File: config.mk
export PLATFORM = sky130hd
export DESIGN_NAME = rs485_frame_receiver_sum_check
export DESIGN_NICKNAME = d
export VERILOG_FILES = /design/src/rfr_pkg.sv /design/src/rfr_in_stage.sv /design/src/rfr_core.sv /design/src/rfr_out_stage.sv /design/src/rs485_frame_receiver_sum_check.sv
export SDC_FILE = /design/constraint.sdc
export NUM_CORES = 1
export LEC_CHECK = 0
export ABC_AREA = 1
export CAP_MARGIN = 25
export CELL_PAD_IN_SITES_DETAIL_PLACEMENT = 1
export CELL_PAD_IN_SITES_GLOBAL_PLACEMENT = 1
export CORE_MARGIN = 8
export CORE_UTILIZATION = 50
export CTS_CLUSTER_SIZE = 25
export DETAILED_ROUTE_END_ITERATION = 16
export DONT_BUFFER_PORTS = 1
export PLACE_DENSITY = 0.86
export SLEW_MARGIN = 15
export SYNTH_ARGS = -nofsm -noshare
export SYNTH_HDL_FRONTEND = slang
export SYNTH_SLANG_ARGS = --single-unit
File: constraint.sdc
create_clock -name clock -period 7.7 [get_ports clock]
set_input_delay 0.77 -clock clock [delete_from_list [all_inputs] [get_ports clock]]
set_output_delay 0.77 -clock clock [all_outputs]
set_load 0.005 [all_outputs]
File: src/rfr_pkg.sv
package rfr_pkg;

   localparam logic [7:0] START_FIRST = 8'hAA;
   localparam logic [7:0] START_SECOND = 8'h55;
   localparam logic [15:0] START_SUM = 16'h00FF;
   localparam logic [8:0] HEADER_LEN = 9'd5;
   localparam logic [15:0] TIMEOUT_RESET = 16'd500;

   localparam logic [7:0] CTRL_REGISTER = 8'h00;
   localparam logic [7:0] CTRL_INFO = 8'h01;
   localparam logic [7:0] FUNC_REG_REQUEST = 8'h80;
   localparam logic [7:0] FUNC_REG_CONFIRM = 8'h81;

   typedef enum logic [1:0] {
      EV_PAYLOAD = 2'd0,
      EV_FINISHED = 2'd1,
      EV_ABORTED = 2'd2
   } event_type;

   typedef enum logic [1:0] {
      CLASS_OTHER = 2'd0,
      CLASS_REG_REQUEST = 2'd1,
      CLASS_REG_CONFIRM = 2'd2,
      CLASS_INFO_REPLY = 2'd3
   } class_type;

   typedef enum logic {
      KIND_BYTE = 1'b0,
      KIND_TICK = 1'b1
   } kind_type;

   typedef struct packed {
      logic kind;
      logic [7:0] rx_byte;
   } item_type;

   typedef struct packed {
      event_type event_res;
      logic [7:0] payload_byte;
      logic [7:0] payload_index;
      logic [7:0] source_addr;
      logic [7:0] dest_addr;
      logic [7:0] control_code;
      logic [7:0] function_code;
      logic [7:0] data_length;
      logic checksum_ok;
      class_type message_class;
   } result_type;

   function automatic class_type classify(input logic [7:0] ctrl, input logic [7:0] func);
      class_type cls;
      cls = CLASS_OTHER;
      if (ctrl == CTRL_REGISTER && func == FUNC_REG_REQUEST) begin
         cls = CLASS_REG_REQUEST;
      end else if (ctrl == CTRL_REGISTER && func == FUNC_REG_CONFIRM) begin
         cls = CLASS_REG_CONFIRM;
      end else if (ctrl == CTRL_INFO && func == FUNC_REG_CONFIRM) begin
         cls = CLASS_INFO_REPLY;
      end
      return cls;
   endfunction

endpackage

File: src/rfr_in_stage.sv
module rfr_in_stage (
   input  logic clock,
   input  logic reset,
   input  logic req_valid,
   output logic req_ready,
   input  logic req_kind,
   input  logic [7:0] req_rx_byte,
   input  logic advance,
   output logic item_valid,
   output rfr_pkg::item_type item
);

   logic valid_ff, valid_in;
   rfr_pkg::item_type item_ff, item_in;
   logic take;

   assign req_ready = !valid_ff || advance;
   assign take = req_valid && req_ready;

   always_comb begin
      valid_in = valid_ff;
      item_in = item_ff;
      if (take) begin
         valid_in = 1'b1;
         item_in.kind = req_kind;
         item_in.rx_byte = req_rx_byte;
      end else if (advance) begin
         valid_in = 1'b0;
      end
   end

   always_ff @(posedge clock) begin
      if (reset) begin
         valid_ff <= 1'b0;
      end else begin
         valid_ff <= valid_in;
      end
   end

   always_ff @(posedge clock) begin
      item_ff <= item_in;
   end

   assign item_valid = valid_ff;
   assign item = item_ff;

endmodule

File: src/rfr_core.sv
module rfr_core (
   input  logic clock,
   input  logic reset,
   input  logic advance,
   input  rfr_pkg::item_type item,
   input  logic [15:0] timeout_ticks,
   output logic res_valid,
   output rfr_pkg::result_type res
);

   logic in_frame_ff, in_frame_in;
   logic [7:0] previous_byte_ff, previous_byte_in;
   logic [8:0] bytes_taken_ff, bytes_taken_in;
   logic [8:0] bytes_remaining_ff, bytes_remaining_in;
   logic [7:0] header_ff [5];
   logic [7:0] header_in [5];
   logic [15:0] running_sum_ff, running_sum_in;
   logic [7:0] sum_high_ff, sum_high_in;
   logic [15:0] idle_count_ff, idle_count_in;

   logic [16:0] idle_next;
   logic [8:0] payload_pos;
   logic [7:0] b;
   logic sum_ok;

   assign b = item.rx_byte;
   assign idle_next = {1'b0, idle_count_ff} + 17'd1;
   assign payload_pos = bytes_taken_ff - rfr_pkg::HEADER_LEN;
   assign sum_ok = (sum_high_ff == running_sum_ff[15:8]) && (b == running_sum_ff[7:0]);

   always_comb begin
      in_frame_in = in_frame_ff;
      previous_byte_in = previous_byte_ff;
      bytes_taken_in = bytes_taken_ff;
      bytes_remaining_in = bytes_remaining_ff;
      header_in = header_ff;
      running_sum_in = running_sum_ff;
      sum_high_in = sum_high_ff;
      idle_count_in = idle_count_ff;
      res_valid = 1'b0;
      res = '0;

      if (advance) begin
         if (item.kind == rfr_pkg::KIND_TICK) begin
            if (in_frame_ff) begin
               if (idle_next > {1'b0, timeout_ticks}) begin
                  in_frame_in = 1'b0;
                  idle_count_in = '0;
                  res_valid = 1'b1;
                  res.event_res = rfr_pkg::EV_ABORTED;
               end else begin
                  idle_count_in = idle_next[15:0];
               end
            end
         end else begin
            idle_count_in = '0;
            if (!in_frame_ff) begin
               if (previous_byte_ff == rfr_pkg::START_FIRST && b == rfr_pkg::START_SECOND) begin
                  in_frame_in = 1'b1;
                  bytes_taken_in = '0;
                  bytes_remaining_in = '0;
                  previous_byte_in = '0;
                  running_sum_in = rfr_pkg::START_SUM;
               end else begin
                  previous_byte_in = b;
               end
            end else if (bytes_taken_ff < rfr_pkg::HEADER_LEN) begin
               header_in[bytes_taken_ff[2:0]] = b;
               running_sum_in = running_sum_ff + {8'd0, b};
               bytes_taken_in = bytes_taken_ff + 9'd1;
               if (bytes_taken_ff == rfr_pkg::HEADER_LEN - 9'd1) begin
                  bytes_remaining_in = {1'b0, b} + 9'd2;
               end
            end else if (bytes_remaining_ff > 9'd2) begin
               res_valid = 1'b1;
               res.event_res = rfr_pkg::EV_PAYLOAD;
               res.payload_byte = b;
               res.payload_index = payload_pos[7:0];
               running_sum_in = running_sum_ff + {8'd0, b};
               bytes_taken_in = bytes_taken_ff + 9'd1;
               bytes_remaining_in = bytes_remaining_ff - 9'd1;
            end else if (bytes_remaining_ff == 9'd2) begin
               sum_high_in = b;
               bytes_remaining_in = 9'd1;
            end else begin
               in_frame_in = 1'b0;
               bytes_remaining_in = '0;
               res_valid = 1'b1;
               res.event_res = rfr_pkg::EV_FINISHED;
               res.source_addr = header_ff[0];
               res.dest_addr = header_ff[1];
               res.control_code = header_ff[2];
               res.function_code = header_ff[3];
               res.data_length = header_ff[4];
               res.checksum_ok = sum_ok;
               res.message_class = sum_ok ? rfr_pkg::classify(header_ff[2], header_ff[3])
                                          : rfr_pkg::CLASS_OTHER;
            end
         end
      end
   end

   always_ff @(posedge clock) begin
      if (reset) begin
         in_frame_ff <= 1'b0;
         previous_byte_ff <= '0;
         bytes_taken_ff <= '0;
         bytes_remaining_ff <= '0;
         header_ff <= '{default: '0};
         running_sum_ff <= '0;
         sum_high_ff <= '0;
         idle_count_ff <= '0;
      end else begin
         in_frame_ff <= in_frame_in;
         previous_byte_ff <= previous_byte_in;
         bytes_taken_ff <= bytes_taken_in;
         bytes_remaining_ff <= bytes_remaining_in;
         header_ff <= header_in;
         running_sum_ff <= running_sum_in;
         sum_high_ff <= sum_high_in;
         idle_count_ff <= idle_count_in;
      end
   end

endmodule

File: src/rfr_out_stage.sv
module rfr_out_stage (
   input  logic clock,
   input  logic reset,
   input  logic advance,
   input  logic res_valid,
   input  rfr_pkg::result_type res,
   output logic free,
   output logic rsp_valid,
   input  logic rsp_ready,
   output rfr_pkg::result_type rsp_res
);

   logic valid_ff, valid_in;
   rfr_pkg::result_type res_ff, res_in;

   assign free = !valid_ff || rsp_ready;

   always_comb begin
      valid_in = valid_ff && !rsp_ready;
      res_in = res_ff;
      if (advance) begin
         valid_in = res_valid;
         if (res_valid) begin
            res_in = res;
         end
      end
   end

   always_ff @(posedge clock) begin
      if (reset) begin
         valid_ff <= 1'b0;
      end else begin
         valid_ff <= valid_in;
      end
   end

   always_ff @(posedge clock) begin
      res_ff <= res_in;
   end

   assign rsp_valid = valid_ff;
   assign rsp_res = res_ff;

endmodule

File: src/rs485_frame_receiver_sum_check.sv
// Receives a stream of words, each either a received byte or one time tick, finds frames
// that open with the pair 0xAA 0x55, and reports each payload byte with its index and each
// finished frame with its five header bytes, a checksum flag and a message class; an open
// frame that sees more idle ticks than csr_data last set (500 after reset) is reported as
// aborted. The block takes one word per cycle while no held result waits on rsp_ready;
// each accepted word passes its input register and then its result register, and words that
// cause no result leave nothing on the result channel.
module rs485_frame_receiver_sum_check (
   input  logic clock,
   input  logic reset,
   input  logic req_valid,
   output logic req_ready,
   input  logic req_kind,
   input  logic [7:0] req_rx_byte,
   output logic rsp_valid,
   input  logic rsp_ready,
   output logic [1:0] rsp_event_res,
   output logic [7:0] rsp_payload_byte,
   output logic [7:0] rsp_payload_index,
   output logic [7:0] rsp_source_addr,
   output logic [7:0] rsp_dest_addr,
   output logic [7:0] rsp_control_code,
   output logic [7:0] rsp_function_code,
   output logic [7:0] rsp_data_length,
   output logic rsp_checksum_ok,
   output logic [1:0] rsp_message_class,
   input  logic csr_valid,
   output logic csr_ready,
   input  logic [15:0] csr_data
);

   logic [15:0] timeout_ff, timeout_in;
   logic item_valid;
   rfr_pkg::item_type item;
   logic free;
   logic advance;
   logic res_valid;
   rfr_pkg::result_type res;
   rfr_pkg::result_type rsp_res;

   assign csr_ready = 1'b1;
   assign timeout_in = (csr_valid && csr_ready) ? csr_data : timeout_ff;

   always_ff @(posedge clock) begin
      if (reset) begin
         timeout_ff <= rfr_pkg::TIMEOUT_RESET;
      end else begin
         timeout_ff <= timeout_in;
      end
   end

   assign advance = item_valid && free;

   rfr_in_stage u_in_stage (
      .clock       (clock),
      .reset       (reset),
      .req_valid   (req_valid),
      .req_ready   (req_ready),
      .req_kind    (req_kind),
      .req_rx_byte (req_rx_byte),
      .advance     (advance),
      .item_valid  (item_valid),
      .item        (item)
   );

   rfr_core u_core (
      .clock         (clock),
      .reset         (reset),
      .advance       (advance),
      .item          (item),
      .timeout_ticks (timeout_ff),
      .res_valid     (res_valid),
      .res           (res)
   );

   rfr_out_stage u_out_stage (
      .clock     (clock),
      .reset     (reset),
      .advance   (advance),
      .res_valid (res_valid),
      .res       (res),
      .free      (free),
      .rsp_valid (rsp_valid),
      .rsp_ready (rsp_ready),
      .rsp_res   (rsp_res)
   );

   assign rsp_event_res = rsp_res.event_res;
   assign rsp_payload_byte = rsp_res.payload_byte;
   assign rsp_payload_index = rsp_res.payload_index;
   assign rsp_source_addr = rsp_res.source_addr;
   assign rsp_dest_addr = rsp_res.dest_addr;
   assign rsp_control_code = rsp_res.control_code;
   assign rsp_function_code = rsp_res.function_code;
   assign rsp_data_length = rsp_res.data_length;
   assign rsp_checksum_ok = rsp_res.checksum_ok;
   assign rsp_message_class = rsp_res.message_class;

endmodule

Word level (Yosys, flattened, before mapping):

Cells that the tools add are included.

* input bits: 30
* bits in registers: 195

* $lt $le $gt $ge: 5
* muxes and demuxes: 53
* reductions and logical operators: 28
* bitwise operators: 6
* add/subtract/negate cells: 6
* equality and inequality tests: 12

Operators with widths (count)
* 2-to-1 mux 16 bit: 8
* 2-to-1 mux 61 bit: 2
* 2-to-1 mux 43 bit: 2
* 2-to-1 mux 9 bit: 8
* bitwise mux 40 bit: 1
* demux 8 bit (select 3 bit): 1
* == test 8 bit, second input constant: 3
* 2-to-1 mux 1 bit: 21
* adder 16 x 1 -> 17 bit, second input constant: 1
* greater-than comparator 17 x 16 -> 1 bit: 1
* adder 16 x 8 -> 16 bit: 1
* == test 8 bit: 2
* 2-to-1 mux 2 bit: 8
* 2-to-1 mux 8 bit: 2
* AND reduction 4 bit: 3
* adder 8 x 2 -> 9 bit, second input constant: 1
* adder 9 x 1 -> 9 bit, second input constant: 1
* == test 9 x 2 -> 1 bit, second input constant: 1
* == test 9 x 3 -> 1 bit, second input constant: 1
* greater-than comparator 9 x 2 -> 1 bit, second input constant: 1
* logical AND 1 bit: 9
* < comparator 9 x 3 -> 1 bit, second input constant: 1
* subtractor 9 x 1 -> 9 bit, second input constant: 1
* == test 8 x 1 -> 1 bit, second input constant: 1
* 19 further kinds: 29

Depth between registers and ports, before layout:

* word-level depth: 11
* depth in mapped cells: 20
* depth with buffers taken out: 20

By module:

From an unflattened synthesis, not the netlist that was laid out.

* cells, all modules: 1145
* area total of the unflattened synthesis: 9599.2 µm²

By module, submodules not included
* rfr_core: cells each 967, area each 6727.7 µm², instances 1
* rfr_out_stage: cells each 69, area each 1889.3 µm², instances 1
* rs485_frame_receiver_sum_check: cells each 94, area each 664.4 µm², instances 1
* rfr_in_stage: cells each 15, area each 317.8 µm², instances 1

Worst setup path after synthesis:

OpenSTA, ideal clock, no wires.

* path type: register -> register
* start: reg u_core.idle_count_ff[0]
* end: reg u_out_stage.res_ff (netlist bit u_out_stage.rsp_res[0]) (enable)
* library setup time: 0.415 ns
* buffers on the path: 0
* arrival time: 3.407 ns
* cell stages (with the launch flop): 20
* slack: 3.877 ns
* cell sequence: dfxtp_1 -> ha_1 -> nand3_1 -> nor2_1 -> and3_1 -> nand2_1 -> xnor2_1 -> ha_1 -> nand2_1 -> inv_1 -> nand2_1 -> nand2_1 -> nand4_1 -> nand2_1 -> inv_1 -> nand2_1 -> nand3_1 -> nand2_1 -> nand2_1 -> inv_1

* word-level cells in the longest chain between the ends: 7

RTL lines
* start: declaration: RTL line rfr_core.sv:19 `logic [15:0] idle_count_ff, idle_count_in;`
* start signal: assignment: RTL line rfr_core.sv:121 `idle_count_ff <= idle_count_in;`
* adder 16 x 1 -> 17 bit: RTL line rfr_core.sv:27 `assign idle_next = {1'b0, idle_count_ff} + 17'd1;`
* greater-than comparator 17 x 16 -> 1 bit: RTL line rfr_core.sv:46 `if (idle_next > {1'b0, timeout_ticks}) begin`
* 2-to-1 mux 1 bit: RTL line rfr_core.sv:46
* 2-to-1 mux 1 bit: RTL line rfr_core.sv:45 `if (in_frame_ff) begin`
* 2-to-1 mux 1 bit: RTL line rfr_core.sv:44 `if (item.kind == rfr_pkg::KIND_TICK) begin`
* 2-to-1 mux 1 bit: RTL line rfr_core.sv:43 `if (advance) begin`
* AND reduction 2 bit (no source line)
* end signal: assignment: RTL line rfr_out_stage.sv:38 `res_ff <= res_in;`
* end: declaration: RTL line rfr_out_stage.sv:14 `rfr_pkg::result_type res_ff, res_in;`

No other way between the ends.
A chain may end at the register's enable or synchronous reset.

Final worst setup path:

* start: reg u_core.idle_count_ff[0]
* end: reg u_out_stage.res_ff (netlist bit u_out_stage.rsp_res[48]) (enable)

The elaborated chain is that of the path after synthesis.

==> flow_summary.toml <==
[hold_path]
worstHoldStart = "reset"
hp-class = "in2reg"

[grt]
grt_pass1_wl_um = 42300
track_usage = 0.224
grt.overflow.total = 0
antenna_found_initial = 0
grt_pass1_vias = 7950
grt_max_degree = 65

[yosys]
synth_seq_cells = 195
yosys.area.top_type = "dfxtp_1"
yosysUniqueCellTypes = 46
yosysTopAreaCellShare = 0.268
synth_edf_count = 70
synth_top_cells_by_area = "dfxtp_1, edfxtp_1, a21oi_1"
ys_seq_area_frac = 0.492
yosysWarnings = 0
syn_nets = 1217
synth.avg_cell_area_um2 = 8.10
synthCells = 1155
synth.cell_area_um2 = 9350
synth_ff_type = "dfxtp_1"
synthArstFlopShare = 0

[power]
power_mw = 2.04
cellLeakagePower_nw = 4.05
p_per_area_nw_per_um2 = 203
ir_drop_v = 0.000152

[placement]
finalWeightedCongestion = 0.889
io_buffers = 0
place_hpwl_um = 18200
place_area_um2 = 9430

[floorplanning]
fp.dieW_um = 153
die_h_um = 153
fp.coreArea_um2 = 18500
io_pins = 94
initial_core_util = 0.505
die_area_um2 = 23300
num_rows = 50

[clock_network]
post_cts_buffers = 0
ctsRootBufferMaster = "clkbuf_16"
cts.repair.resized = 0
cts.clk_slew.worst_paths_ps = 80
numCtsBuffers = 17
cts_sinks = 195
postCtsHoldBufs = 0
htree_num_levels = 4
clock_path_buffers = 2
insertion_delay_ps = 440
cts_tree = "built"

[timing]
fmax_mhz = 269
max_slew.worst_pin.slew_ps = 810
finalSetupTns_ps = 0
fin_skew_ps = 9.70
period_needed_ps = 3710
setup_viol = 0
relSlewSlack = 0.460
hold_viol = 0
slew_viol_final = 0
whs_ps = 394
period_share = 0.482
rsz0062_at_grt = "no"

[final_layout]
n_antenna_cell = 0
postLayoutCoreUtil = 0.541
final_common_cell = "nand2_1"
drive_gt1_frac = 0.0570
final_cell_mix = "nand2_1, inv_1, nor2_1"
final_area_um2 = 10000
area_growth_pct = 7.10
final_nets = 1190

[worst_setup_path]
cp.required_ps = 7780
cp_max_fo = 61
worst_setup_path_end_kind = "register"
crit_type = "reg2reg"
crit-reg2reg-launch = "u_core.idle_count_ff[0]"
arrival_ps = 3790
cp-start-kind = "register"
r2r_setup_slack_ps = 3990
crit_path_start = "u_core.idle_count_ff[0]"

[detailed_routing]
ant_nets = 0
firstDrtPassIters = 5
drcViolationCount = 0
drtIter0Drc = 475
vias = 7711
wl_per_cell_um = 18.9
wl_um = 26000
avgViaCountPerCell = 5.61

[outcome]
status = "completed"

[run]
drv_cap = 0
## final timing paths
kind / endpoint / cells past startpoint
max: u_out_stage.rsp_res[48] / 20
min: u_core.bytes_taken_ff[6] / 1
max reg2reg: u_out_stage.rsp_res[48] / 20
min reg2reg: u_core.header_ff[4] / 2
## layer usage
layer | GRT usage | vias to the layer above | routed length, µm
li1 | - | 3726 | -
met1 | 0.271 | 3757 | 11400
met2 | 0.390 | 178 | 12900
met3 | 0.0423 | 50 | 1010
met4 | 0.0829 | 0 | 597
met5 | 0 | - | 0
## layout make-up
type / count / area [µm²]
fill: 2218 / 8500
sequential: 195 / 4600
multi-input combinational: 748 / 3900
inverter: 163 / 613
clock buffer: 18 / 429
tap: 234 / 293
clock inverter: 14 / 156
timing repair buffer: 3 / 22.5
## per-stage QoR
stage	setup WS, ps	std cells
finish	3990	1375
global route	3620	1375
CTS	3990	1375
detailed placement	4020	1343
global placement	4190	1343
floorplan	3880	1155
## power by group
group,internal (mW),switching (mW)
clock network,0.436,0.443
logic,0.0191,0.0448
registers,1.07,0.0225
total,1.53,0.511
## Yosys cell counts, types with 6 or more instances
library cell  count
nand2_1         171
inv_1           154
nor2_1          146
a21oi_1         133
dfxtp_1         125
o21ai_0          85
edfxtp_1         70
nand3_1          54
ha_1             31
xor2_1           27
clkbuf_1         25
nand4_1          20
buf_2            15
o21ai_1          12
nor3_1            9
inv_2             8
xnor2_1           7
nor4_1            6
## cell families (layout without fill, tap and decap cells)
logic type               Yosys count  in the layout  share of synthesized area
AND/OR/NAND/NOR                  431            431                      0.200
AO/OA/AOI/OAI                    250            250                      0.140
buffers and inverters            212            198                     0.0912
flip-flops                       195            195                      0.492
XOR/XNOR                          34             34                     0.0318
adder cells (fa/ha/maj)           32             32                     0.0436
other                              1              1                   0.000401
## state kept, by name, indices dropped and copies added (netlist names)
| name | flops |
|---|---|
| timeout_ff | 16 |
| u_core.bytes_remaining_ff | 9 |
| u_core.bytes_taken_ff | 9 |
| u_core.header_ff | 40 |
| u_core.idle_count_ff | 16 |
| u_core.in_frame_ff | 1 |
| u_core.previous_byte_ff | 8 |
| u_core.running_sum_ff | 16 |
| u_core.sum_high_ff | 8 |
| u_in_stage.item | 9 |
| u_in_stage.item_valid | 1 |
| u_out_stage.rsp_res | 61 |
| u_out_stage.rsp_valid | 1 |
## critical path, stage by stage (launching register included)
cell     delay [ps]
dfxtp_1         370
ha_1            210
nand3_1         160
nor2_1          340
and3_1          290
nand2_1          80
xnor2_1         140
ha_1            310
nand2_1          70
inv_1            50
nand2_1          50
nand2_1          60
nand4_1          90
nand2_1          70
inv_1            40
nand2_1          80
nand3_1          90
nand2_1          70
nand2_1          70
inv_2            60
buf_4           580
Note: power is estimated with default switching activity, not from simulation.
